<file path="src/design/grid_astar_path_search_top_macros.svh">
// Assertion macros shared by the grid A* search modules.
// Each macro expects clk and rst_n in scope.
`ifndef GRID_ASTAR_PATH_SEARCH_TOP_MACROS_SVH
`define GRID_ASTAR_PATH_SEARCH_TOP_MACROS_SVH
// Condition that holds at every clock edge outside reset.
`define GAPS_ASSERT_ALWAYS(label, cond, msg) \
    label: assert property (@(posedge clk) disable iff (!rst_n) (cond)) else $error(msg);
// Consequence that holds in the cycle after the antecedent.
`define GAPS_ASSERT_NEXT(label, ante, cons, msg) \
    label: assert property (@(posedge clk) disable iff (!rst_n) (ante) |=> (cons)) else $error(msg);
`endif

</file>
<file path="src/design/gaps_pkg.sv">
// Package for the grid A* search engine: sizes, codes, cell record, state and op types.
// No dependencies; used by every module of the block.
`default_nettype none

package gaps_pkg;

    localparam int GRID_W = 64;
    localparam int GRID_H = 64;
    localparam int NCELLS = GRID_W * GRID_H;
    localparam int XW     = $clog2(GRID_W);
    localparam int YW     = $clog2(GRID_H);
    localparam int CW     = XW + YW;
    localparam int NW     = CW + 1;

    localparam logic [15:0] STEP_STRAIGHT = 16'd10;
    localparam logic [15:0] STEP_DIAG     = 16'd14;
    localparam logic [15:0] G_MAX         = 16'hFFFF;

    localparam logic [1:0] CMD_WRITE  = 2'd0;
    localparam logic [1:0] CMD_SEARCH = 2'd1;
    localparam logic [1:0] CMD_READ   = 2'd2;

    localparam logic [2:0] CFG_HMODE  = 3'd0;
    localparam logic [2:0] CFG_DIAG   = 3'd1;
    localparam logic [2:0] CFG_WIDTH  = 3'd2;
    localparam logic [2:0] CFG_HEIGHT = 3'd3;

    localparam logic [1:0] HMODE_EUCLID = 2'd1;
    localparam logic [1:0] HMODE_OCT    = 2'd2;

    // Root of a value below 2^20 takes ten digit steps.
    localparam int SQ_STEPS = 10;

    typedef struct packed {
        logic [15:0] g;
        logic [15:0] h;
        logic [2:0]  pdir;
        logic        parent;
        logic        open;
        logic        closed;
        logic        path;
    } mark_t;

    typedef enum logic [4:0] {
        ST_INIT, ST_IDLE, ST_DISPATCH, ST_WRITE, ST_NULL, ST_RD_ISSUE, ST_RD_TAKE,
        ST_CLR, ST_START, ST_SEL, ST_SCAN_A, ST_SCAN_B, ST_PICK, ST_SHIFT, ST_CLOSE,
        ST_NB, ST_NB_EVAL, ST_H_WAIT, ST_PATH, ST_DONE
    } state_t;

    typedef enum logic [4:0] {
        OP_NOP, OP_CLR_ALL, OP_LATCH, OP_WALL_WR, OP_FAIL_RES, OP_RD_ISSUE, OP_RD_TAKE,
        OP_CLR_MARK, OP_START, OP_SCAN_INIT, OP_SCAN_A, OP_SCAN_B, OP_PICK, OP_SHIFT,
        OP_CLOSE, OP_NB, OP_NB_EVAL, OP_H_WAIT, OP_PATH_INIT, OP_PATH, OP_PUSH
    } op_t;

    typedef struct packed {
        op_t op;
    } ctrl_t;

    typedef struct packed {
        logic       clr_last;
        logic [1:0] cmd;
        logic       off_grid;
        logic       cnt_zero;
        logic       scan_last;
        logic       pick_goal;
        logic       pick_more;
        logic       shift_more;
        logic       nb_end;
        logic       nb_inb;
        logic       need_sqrt;
        logic       sq_done;
        logic       path_stop;
        logic       slot_free;
    } status_t;

    function automatic logic [7:0] dir_dx(input logic [2:0] d);
        logic [7:0] r;
        case (d)
            3'd1, 3'd5, 3'd7: r = 8'h01;
            3'd3, 3'd4, 3'd6: r = 8'hFF;
            default:          r = 8'h00;
        endcase
        return r;
    endfunction

    function automatic logic [7:0] dir_dy(input logic [2:0] d);
        logic [7:0] r;
        case (d)
            3'd0, 3'd5, 3'd6: r = 8'h01;
            3'd2, 3'd4, 3'd7: r = 8'hFF;
            default:          r = 8'h00;
        endcase
        return r;
    endfunction

    function automatic logic [2:0] back_dir(input logic [2:0] d);
        logic [2:0] r;
        case (d)
            3'd0:    r = 3'd2;
            3'd1:    r = 3'd3;
            3'd2:    r = 3'd0;
            3'd3:    r = 3'd1;
            3'd4:    r = 3'd5;
            3'd5:    r = 3'd4;
            3'd6:    r = 3'd7;
            default: r = 3'd6;
        endcase
        return r;
    endfunction

endpackage

`default_nettype wire

</file>
<file path="src/design/gaps_ctrl.sv">
// Controller of the grid A* engine: sequences clearing, wall writes, cell reads, open-list scan,
// expansion and path marking. Depends on gaps_pkg and the macro header.
`default_nettype none
`include "grid_astar_path_search_top_macros.svh"

module gaps_ctrl (
    input  wire logic               clk,
    input  wire logic               rst_n,
    input  wire logic               in_valid,
    output logic                    in_ready,
    input  wire gaps_pkg::status_t  status,
    output gaps_pkg::ctrl_t         ctrl
);

    gaps_pkg::state_t state_reg, state_next;

    always_ff @(posedge clk or negedge rst_n)
    begin
        if (!rst_n)
        begin
            state_reg <= gaps_pkg::ST_INIT;
        end
        else
        begin
            state_reg <= state_next;
        end
    end

    always_comb
    begin
        state_next = state_reg;
        unique case (state_reg)
            gaps_pkg::ST_INIT:
                if (status.clr_last) state_next = gaps_pkg::ST_IDLE;
            gaps_pkg::ST_IDLE:
                if (in_valid) state_next = gaps_pkg::ST_DISPATCH;
            gaps_pkg::ST_DISPATCH:
            begin
                unique case (status.cmd)
                    gaps_pkg::CMD_WRITE:  state_next = gaps_pkg::ST_WRITE;
                    gaps_pkg::CMD_SEARCH: state_next = gaps_pkg::ST_CLR;
                    gaps_pkg::CMD_READ:   state_next = gaps_pkg::ST_RD_ISSUE;
                    default:              state_next = gaps_pkg::ST_NULL;
                endcase
            end
            gaps_pkg::ST_WRITE, gaps_pkg::ST_NULL, gaps_pkg::ST_RD_TAKE:
                state_next = gaps_pkg::ST_DONE;
            gaps_pkg::ST_RD_ISSUE:
                state_next = gaps_pkg::ST_RD_TAKE;
            gaps_pkg::ST_CLR:
                if (status.clr_last) state_next = gaps_pkg::ST_START;
            gaps_pkg::ST_START:
                state_next = status.off_grid ? gaps_pkg::ST_DONE : gaps_pkg::ST_SEL;
            gaps_pkg::ST_SEL:
                state_next = status.cnt_zero ? gaps_pkg::ST_DONE : gaps_pkg::ST_SCAN_A;
            gaps_pkg::ST_SCAN_A:
                state_next = gaps_pkg::ST_SCAN_B;
            gaps_pkg::ST_SCAN_B:
                state_next = status.scan_last ? gaps_pkg::ST_PICK : gaps_pkg::ST_SCAN_A;
            gaps_pkg::ST_PICK:
            begin
                if (status.pick_goal)
                    state_next = gaps_pkg::ST_PATH;
                else if (status.pick_more)
                    state_next = gaps_pkg::ST_SHIFT;
                else
                    state_next = gaps_pkg::ST_CLOSE;
            end
            gaps_pkg::ST_SHIFT:
                if (!status.shift_more) state_next = gaps_pkg::ST_CLOSE;
            gaps_pkg::ST_CLOSE:
                state_next = gaps_pkg::ST_NB;
            gaps_pkg::ST_NB:
            begin
                if (status.nb_end)
                    state_next = gaps_pkg::ST_SEL;
                else if (status.nb_inb)
                    state_next = gaps_pkg::ST_NB_EVAL;
            end
            gaps_pkg::ST_NB_EVAL:
                state_next = status.need_sqrt ? gaps_pkg::ST_H_WAIT : gaps_pkg::ST_NB;
            gaps_pkg::ST_H_WAIT:
                if (status.sq_done) state_next = gaps_pkg::ST_NB;
            gaps_pkg::ST_PATH:
                if (status.path_stop) state_next = gaps_pkg::ST_DONE;
            gaps_pkg::ST_DONE:
                if (status.slot_free) state_next = gaps_pkg::ST_IDLE;
            default:
                state_next = gaps_pkg::ST_INIT;
        endcase
    end

    always_comb
    begin
        ctrl.op  = gaps_pkg::OP_NOP;
        in_ready = 1'b0;
        unique case (state_reg)
            gaps_pkg::ST_INIT:     ctrl.op = gaps_pkg::OP_CLR_ALL;
            gaps_pkg::ST_IDLE:
            begin
                in_ready = 1'b1;
                if (in_valid) ctrl.op = gaps_pkg::OP_LATCH;
            end
            gaps_pkg::ST_DISPATCH: ctrl.op = gaps_pkg::OP_NOP;
            gaps_pkg::ST_WRITE:    ctrl.op = gaps_pkg::OP_WALL_WR;
            gaps_pkg::ST_NULL:     ctrl.op = gaps_pkg::OP_FAIL_RES;
            gaps_pkg::ST_RD_ISSUE: ctrl.op = gaps_pkg::OP_RD_ISSUE;
            gaps_pkg::ST_RD_TAKE:  ctrl.op = gaps_pkg::OP_RD_TAKE;
            gaps_pkg::ST_CLR:      ctrl.op = gaps_pkg::OP_CLR_MARK;
            gaps_pkg::ST_START:
                ctrl.op = status.off_grid ? gaps_pkg::OP_FAIL_RES : gaps_pkg::OP_START;
            gaps_pkg::ST_SEL:
                ctrl.op = status.cnt_zero ? gaps_pkg::OP_FAIL_RES : gaps_pkg::OP_SCAN_INIT;
            gaps_pkg::ST_SCAN_A:   ctrl.op = gaps_pkg::OP_SCAN_A;
            gaps_pkg::ST_SCAN_B:   ctrl.op = gaps_pkg::OP_SCAN_B;
            gaps_pkg::ST_PICK:
                ctrl.op = status.pick_goal ? gaps_pkg::OP_PATH_INIT : gaps_pkg::OP_PICK;
            gaps_pkg::ST_SHIFT:    ctrl.op = gaps_pkg::OP_SHIFT;
            gaps_pkg::ST_CLOSE:    ctrl.op = gaps_pkg::OP_CLOSE;
            gaps_pkg::ST_NB:
                ctrl.op = status.nb_end ? gaps_pkg::OP_NOP : gaps_pkg::OP_NB;
            gaps_pkg::ST_NB_EVAL:  ctrl.op = gaps_pkg::OP_NB_EVAL;
            gaps_pkg::ST_H_WAIT:   ctrl.op = gaps_pkg::OP_H_WAIT;
            gaps_pkg::ST_PATH:     ctrl.op = gaps_pkg::OP_PATH;
            gaps_pkg::ST_DONE:
                if (status.slot_free) ctrl.op = gaps_pkg::OP_PUSH;
            default:               ctrl.op = gaps_pkg::OP_NOP;
        endcase
    end

    `GAPS_ASSERT_NEXT(a_leave_idle, in_valid && in_ready, state_reg == gaps_pkg::ST_DISPATCH,
        "accepted request not dispatched")

endmodule

`default_nettype wire

</file>
<file path="config.mk">
export PLATFORM = sky130hd
export DESIGN_NAME = gaps_ctrl
export DESIGN_NICKNAME = d
export VERILOG_FILES = /design/src/design/gaps_pkg.sv /design/src/design/gaps_ctrl.sv
export VERILOG_INCLUDE_DIRS = /design/src /design/src/design
export SDC_FILE = /design/constraint.sdc
export NUM_CORES = 1
export LEC_CHECK = 0
export BUFFER_PORTS_ARGS = -buffer_cell sky130_fd_sc_hd__buf_2
export CAP_MARGIN = 20
export CORE_MARGIN = 1.5
export CORE_UTILIZATION = 45
export DETAILED_ROUTE_END_ITERATION = 10
export PLACE_DENSITY = 0.71
export SLEW_MARGIN = 30
export SYNTH_ARGS = -nofsm -noshare
export SYNTH_HDL_FRONTEND = slang
export SYNTH_SLANG_ARGS = --single-unit
</file>
<file path="constraint.sdc">
create_clock -name clk -period 4.7 [get_ports clk]
set_input_delay 0.47 -clock clk [delete_from_list [all_inputs] [get_ports clk]]
set_output_delay 0.47 -clock clk [all_outputs]
set_load 0.02 [all_outputs]
</file>
Yosys cells after proc, flatten, opt, wreduce, memory -nomap -nowiden
Cells that the tools add are included.
{ "totals": {"ff_bits": 5, "out_inout_bits": 6} }
{ "op_classes": {"eq_ne": 29, "mux": 25, "reduce_logical": 4} }
{ "op_table": {"columns": ["op", "n"], "rows": [
  ["one-hot mux 5 bit (19 select lines)", 1],
  ["one-hot mux 5 bit (18 select lines)", 1],
  ["two-way mux 5 bit", 15],
  ["== test 5 x 4 -> 1 bit, second input constant", 8],
  ["== test 5 x 3 -> 1 bit, second input constant", 4],
  ["== test 5 bit, second input constant", 4],
  ["!= test 2 bit, second input constant", 7],
  ["two-way mux 4 bit", 3],
  ["== test 5 x 2 -> 1 bit, second input constant", 2],
  ["one-hot mux 3 bit (3 select lines)", 1],
  ["AND reduction 8 bit", 1],
  ["== test 5 x 1 -> 1 bit, second input constant", 1],
  ["zero test 5 bit", 1],
  ["two-way mux 2 bit", 2],
  ["two-way mux 3 bit", 1],
  ["!= test 3 bit, second input constant", 1],
  ["OR reduction 3 bit", 1],
  ["== test 2 x 1 -> 1 bit, second input constant", 1],
  ["== test 2 bit, second input constant", 1],
  ["zero test 2 bit", 1],
  ["two-way mux 1 bit", 1]
]} }

Longest topological paths before layout
Gate-level depths: netlist of the first run.
{ "depth": {"depth_word": 3, "ltp_mapped": 7} }

Worst setup path after synthesis of the first run
Ideal clock, no wire load.
{ "synth_timing": {"path_type": "register -> output", "start": "register state_reg[4]", "end": "output ctrl[0] in the netlist's numbering", "arrival_ns": 1.667, "required_time_ns": 4.230, "slack_ns": 2.563, "stages_incl_launch_ff": 6, "cell_sequence": "dfrtp_1 > clkbuf_1 > buf_1 > xnor2_1 > nand2_1 > o21ai_0"} }
{ "synth_rtl": {"columns": ["item", "line_no", "source"], "rows": [
  ["start: declaration", "gaps_ctrl.sv:15", "gaps_pkg::state_t state_reg, state_next;"],
  ["start signal: assignment", "gaps_ctrl.sv:21", "state_reg <= gaps_pkg::ST_INIT;"],
  ["start signal: assignment", "gaps_ctrl.sv:25", "state_reg <= state_next;"],
  ["end: declaration", "gaps_ctrl.sv:12", "output gaps_pkg::ctrl_t ctrl"]
]} }

==> qor.yml, run 1 <==
yosys:
  synthXorXnorAreaFrac: 0.00986
  synth.ff_latch_count: 5
  synth_compound_area_frac: 0.380
  ys_types: 54
  syn_area_per_cell_um2: 7.22
  yosysSeqAreaShare: 0.141
  synth_nets: 141
  synth_edf_count: 0
  synthCells: 123
  yosys.area_share.adder: 0
  synth-simple-area-share: 0.308
  synth_mux_area_frac: 0.0775
  ys_warn_count: 0
  async_reset_ff_frac: 1.00
  synthFlopType: "dfrtp_1"
  synth_top_family_by_area: "compound AO/OA/AOI/OAI gates"
  netlist_area_um2: 888
setup_path:
  path_max_fanout: 23
  worstPathCellList: "nand3b_1, or3_1, o41ai_1, a31o_2, buf_2"
  critPathArrivalTime_ns: 2.12
  cp.required_ns: 4.23
  slowest_delay_ns: 0.79
  start_kind: "flop"
  r2r-start: "state_reg[1]"
  cp_slowest_cell: "dfrtp_1"
  cp-end-kind: "output pin"
  critPathKind: "flop to output pin"
  rr_endpoint: "state_reg[1]"
  worst-r2r-setup-slack_ns: 2.46
  reg2regPathDepth: 5
min_path:
  hold_class: "input pin to asynchronous set/reset pin"
clocking:
  cts_resized: 0
  clk_latency_ns: 0.24
  post_cts.repair.setup_buffers: 0
  cts_max_level: 1
  numClockSinks: 5
  cts_tree: "yes"
  hold_buffers: 0
  cts_buffers: 3
  cts-root-buf: "clkbuf_4"
  cts_buffer_depth: 2
  path_clk_slew_ns: 0.05
layout:
  area_growth_pct: 12.4
  final_nets: 157
  finalNonFillerCells: 163
  largest_reg_flops: 5
  drive_above_1_share: 0.239
  antenna_cells: 0
detailed_routing:
  ant_nets: 0
  route.vias.total: 1047
  drt_iter0_drc: 85
  wl_um: 2460
  via_per_inst: 6.42
  drc: 0
  routedWlPerCell_um: 15.1
  first_pass_iters: 4
run_status:
  status: "complete, no violations"
floorplanning:
  die_h_um: 47.4
  io_pins: 24
  start_util: 0.498
  die_w_um: 47.4
  die_area_mm2: 0.00225
  core-area_mm2: 0.00178
  rows: 15
power:
  powerDensity_mw_per_mm2: 663
  power_frac_comb: 0.663
  p_sw_mw: 0.355
  p_seq_frac: 0.263
  switching_share: 0.536
  p_total_mw: 0.662
  clockPowerShare: 0.074
  power.internal_mw: 0.307
  p_leak_nw: 0.415
  ir_drop_mv: 0.389
grt:
  grt_pass1_vias: 897
  antenna_found_initial: 0
  grt_start_max_net_pins: 28
  grt_pass1_wl_um: 4030
  track_usage: 0.249
  grt_overflow: 0
sta:
  hold_viol: 0
  tns_ns: 0
  fin_skew_ns: 0.00654
  worstMarginPinSlew_ns: 0.785
  min_period_ns: 2.59
  max_freq_ghz: 0.385
  setup_violations: 0
  finalCritPeriodShare: 0.552
  finalMaxSlewViolations: 0
  grt_setup_unrepaired: "false"
  maxSlewHeadroom: 0.477
placed_design:
  gp_congestion: 0.934
  place_inst: 159
  place_hpwl_um: 1750
  portBuffers: 23
flow_run:
  drv_cap: 0
cell usage in the layout, fill, tap and decap left out, drive strengths merged, types with 2 or more instances in the layout:
cell type,count
buf,23
nand2,12
o21ai,9
nor2,9
nor2b,6
a21oi,5
dfrtp,5
nand2b,4
clkbuf,4
mux2,4
inv,3
o221ai,3
a31oi,3
nor3,3
nand3,3
mux2i,2
nand3b,2
or3,2
nand4,2
o22ai,2
a21o,2
a32o,2
o2111a,2
o211ai,2
cell type report:
type / instances / area [um2]
fillers: 187 / 785
multi-input cells: 103 / 689
repair buffers: 23 / 115
clock buffers: 4 / 26.3
well taps: 25 / 31.3
inverters: 3 / 11.3
flip-flops and latches: 5 / 125
metal layers:
layer | part of all wire | vias up | track usage | wire [um]
met5 | 0 | - | 0 | 0
met4 | 0.010 | 0 | 0.0778 | 25
met3 | 0.087 | 4 | 0.0604 | 213
met2 | 0.47 | 62 | 0.368 | 1160
met1 | 0.43 | 483 | 0.357 | 1060
li1 | - | 498 | - | -
kinds of logic (layout without fill, tap and decap cells):
kind of cell              Yosys count  after routing
xor gates and xnor gates            1              1
and+or+nand+nor                    50             50
AOI/OAI and AO/OA                  46             46
muxes                               6              6
DFF                                 5              5
buffers and inverters              15             30
worst max path at each step:
stage,from,end,slack (ns),cells after the start
CTS,state_reg[0],ctrl[3],2.14,5
floorplan,state_reg[4],ctrl[0],2.56,5
detailed placement,state_reg[0],ctrl[3],2.40,5
finish,state_reg[2],ctrl[3],2.11,5
global route,state_reg[4],ctrl[2],1.95,5
global placement,state_reg[0],ctrl[3],2.43,5
Yosys cell counts, drive strengths merged, types with 2 or more instances:
cell type / number / area (um2)
nand2b: 4 / 25.0
mux2: 4 / 48.8
nor3: 3 / 15.0
clkbuf: 2 / 7.51
o211ai: 2 / 15.0
dfrtp: 5 / 125
nand4: 2 / 12.5
buf: 10 / 55.1
a21oi: 5 / 25.0
o221ai: 3 / 26.3
nand3b: 2 / 15.0
o22ai: 2 / 12.5
nand3: 3 / 15.0
nor2b: 6 / 37.5
nand2: 12 / 45.0
o2111a: 2 / 22.5
or3: 2 / 12.5
o21ai: 9 / 45.0
inv: 3 / 11.3
nor2: 9 / 41.3
a31oi: 3 / 18.8
mux2i: 2 / 20.0
a21o: 2 / 15.0
a32o: 2 / 20.0
metrics by stage:
stage	setup slack, ns	utilization	hold WS, ns	area [um2]
2_1_floorplan	2.56	-	0.174	888
3_3_place_gp	2.43	0.545	0.285	972
3_5_place_dp	2.40	0.545	0.287	972
4_1_cts	2.14	0.560	0.0263	998
5_1_grt	1.95	0.560	0.0259	998
6_report	2.11	0.560	0.0285	998
critical path, delay by kind of cell, from the launching register on:
| kind | cells | cell delay, ns |
|---|---|---|
| AO/OA/AOI/OAI | 2 | 0.26 |
| buffers and inverters | 1 | 0.15 |
| flip-flops | 1 | 0.79 |
| AND/OR/NAND/NOR | 2 | 0.68 |
power groups by stage:
stage	clock, mW	sequential, mW	combinational, mW
after detailed placement	0	0.172	0.434
after global placement	0	0.169	0.429
after floorplan	0	0.0735	0.445
after global routing	0.0555	0.185	0.480
after CTS	0.0512	0.171	0.437
final	0.0492	0.174	0.438
Note: power is estimated with default switching activity, not from simulation.
==> run 2: changes to the inputs <==
- PLACE_DENSITY: 0.71 -> 0.74
- clock period: 4.7 -> 2.2 ns (I/O delays scaled with it)
==> run 2 against run 1 <==
Net effect: global-route usage grew 0.48 points; first-iteration DRC count decreased by 51%; sequential power grew 60%; clock-buffer cell count unchanged; largest cell class unchanged; largest power group unchanged.
==> qor.yml, run 2 (same netlist as run 1, synthesis figures left out) <==
setup_path:
  critPathKind: "flop to output pin"  # unchanged
  cp-end-kind: "output pin"  # unchanged
  path_max_fanout: 13  # was 23
  start_kind: "flop"  # unchanged
  worst-r2r-setup-slack_ns: 0.33  # was 2.46 ns
  r2r-start: "state_reg[2]"  # was state_reg[1]
  cp.required_ns: 1.98  # was 4.23 ns
  critPathArrivalTime_ns: 1.85  # was 2.12 ns
  startpoint: "state_reg[4]"  # was state_reg[2]
layout:
  final_nets: 169  # was 157
  area_growth_pct: 23.2  # was 12.4%
  drive_above_1_share: 0.313  # was 0.239
  layout_commonest_cell: "buf_2"  # unchanged
  largest_reg_flops: 5  # unchanged
  antenna_cells: 0  # unchanged
  fillers: 155  # was 187
  layout_common_cells: "23 x buf_2, 12 x nand2_1, 11 x buf_4, 9 x o21ai_0, 8 x nor2_1"  # was 23 x buf_2, 12 x nand2_1, 9 x o21ai_0, 8 x nor2_1, 6 x nor2b_1
sta:
  hold_ws_ns: 0.317  # was 0.0285 ns
  max_freq_ghz: 0.482
  tns_ns: 0  # unchanged
  maxSlewHeadroom: 0.691  # was 0.477
  finalCritPeriodShare: 0.943
  min_period_ns: 2.07
  fin_skew_ns: 0.00429  # was 0.00654 ns
  worstMarginPinSlew_ns: 0.458  # was 0.785 ns
  grt_setup_unrepaired: "false"  # unchanged
  setup_violations: 0  # unchanged
  hold_viol: 0  # unchanged
  finalMaxSlewViolations: 0  # unchanged
power:
  p_leak_nw: 0.470  # was 0.415 nW
  powerDensity_mw_per_mm2: 1400  # was 663 mW/mm2
  ir_drop_mv: 0.762  # was 0.389 mV
clocking:
  cts-root-buf: "clkbuf_4"  # unchanged
  cts_max_level: 1  # unchanged
  cts_tree: "yes"  # unchanged
  numClockSinks: 5  # unchanged
  path_clk_slew_ns: 0.04  # was 0.05 ns
  cts_buffer_depth: 2  # unchanged
  clk_latency_ns: 0.24  # about the same
  cts_buffers: 3  # unchanged
floorplanning:
  core-area_mm2: 0.00178  # unchanged
  io_pins: 24  # unchanged
  rows: 15  # unchanged
  die_h_um: 47.4  # unchanged
  die_w_um: 47.4  # unchanged
  die_area_mm2: 0.00225  # unchanged
  start_util: 0.498  # unchanged
grt:
  grt_pass1_wl_um: 4130  # was 4030 um
  grt_pass1_vias: 1002  # was 897
  grt_overflow: 0  # unchanged
  antenna_found_initial: 0  # unchanged
  grt_start_max_net_pins: 20  # was 28
  track_usage: 0.254  # was 0.249
flow_run:
  drv_cap: 0  # unchanged
placed_design:
  gp_congestion: 0.961  # was 0.934
  place_hpwl_um: 2000  # was 1750 um
  portBuffers: 23  # unchanged
detailed_routing:
  via_per_inst: 6.21  # was 6.42
  drt_iter0_drc: 42  # was 85
  routedWlPerCell_um: 14.9  # was 15.1 um
  first_pass_iters: 4  # unchanged
  wl_um: 2610  # was 2460 um
  route.vias.total: 1086  # was 1047
  ant_nets: 0  # unchanged
  drc: 0  # unchanged
run_status:
  status: "complete, no violations"  # unchanged
min_path:
  hold_class: "input pin to asynchronous set/reset pin"  # unchanged
-- run 2: changes by cell type in the layout (fill, tap and decap cells not counted) --
cell / before / now
buf_4: 0 / 11
dfrtp_1: 5 / 2
dfrtp_2: 0 / 3
dlygate4sd3_1: 0 / 1
-- run 2: final cells by class --
type | count | area (um2) | area share
multi-input combinational | 103 | 689 | 0.630
timing repair buffer | 35 | 208 | 0.190
clock buffer | 4 | 26.3 | 0.0240
tap | 25 | 31.3 | 0.0286
sequential | 5 | 129 | 0.118
inverter | 3 | 11.3 | 0.0103
-- run 2: power breakdown --
group / internal [mW] / switching (mW) / total, mW
clock: 0.0683 / 0.0336 / 0.102
combinational: 0.547 / 0.609 / 1.16
sequential: 0.138 / 0.141 / 0.279
total: 0.753 / 0.784 / 1.54
-- run 2: timing repair --
action,4_1_cts,5_1_grt
buffers inserted,0,0
resized for setup,0,3
hold buffers,1,0
setup endpoints to repair,0,1
endpoints found under the hold margin,5,0
-- run 2: stage by stage --
step,total power [mW],cells,cell area [um2],setup WS [ns],util
after floorplan,1.11,123,888,0.313,-
after global placement,1.39,170,1050,0.284,0.592
after detailed placement,1.41,170,1050,0.236,0.592
after CTS,1.52,175,1090,0.0574,0.612
after global routing,1.65,175,1090,0.0676,0.614
final,1.54,175,1090,0.126,0.614
-- run 2: critical path, cell delays in order, from the launching register on --
cell	delay [ns]
dfrtp_1	0.51
nand3b_1	0.25
or3_1	0.41
o41ai_1	0.12
a31o_2	0.17
buf_2	0.15
-- run 2: routing by layer --
layer / up-vias / wire length, um / GRT usage
met3: 6 / 214 / 0.0226
li1: 524 / - / -
met4: 0 / 31 / 0.0833
met5: - / 0 / 0
met2: 58 / 1210 / 0.411
met1: 498 / 1150 / 0.356
-- run 2: worst paths after layout --
| check | to | cells past startpoint |
|---|---|---|
| worst min register to register | state_reg[2] | 1 |
| worst min-delay path | state_reg[2] | 2 |
| worst max-delay path | ctrl[3] | 5 |
| min in group clk | state_reg[1] | 5 |
| max in group asynchronous | state_reg[3] | 2 |
| worst max register to register | state_reg[0] | 6 |
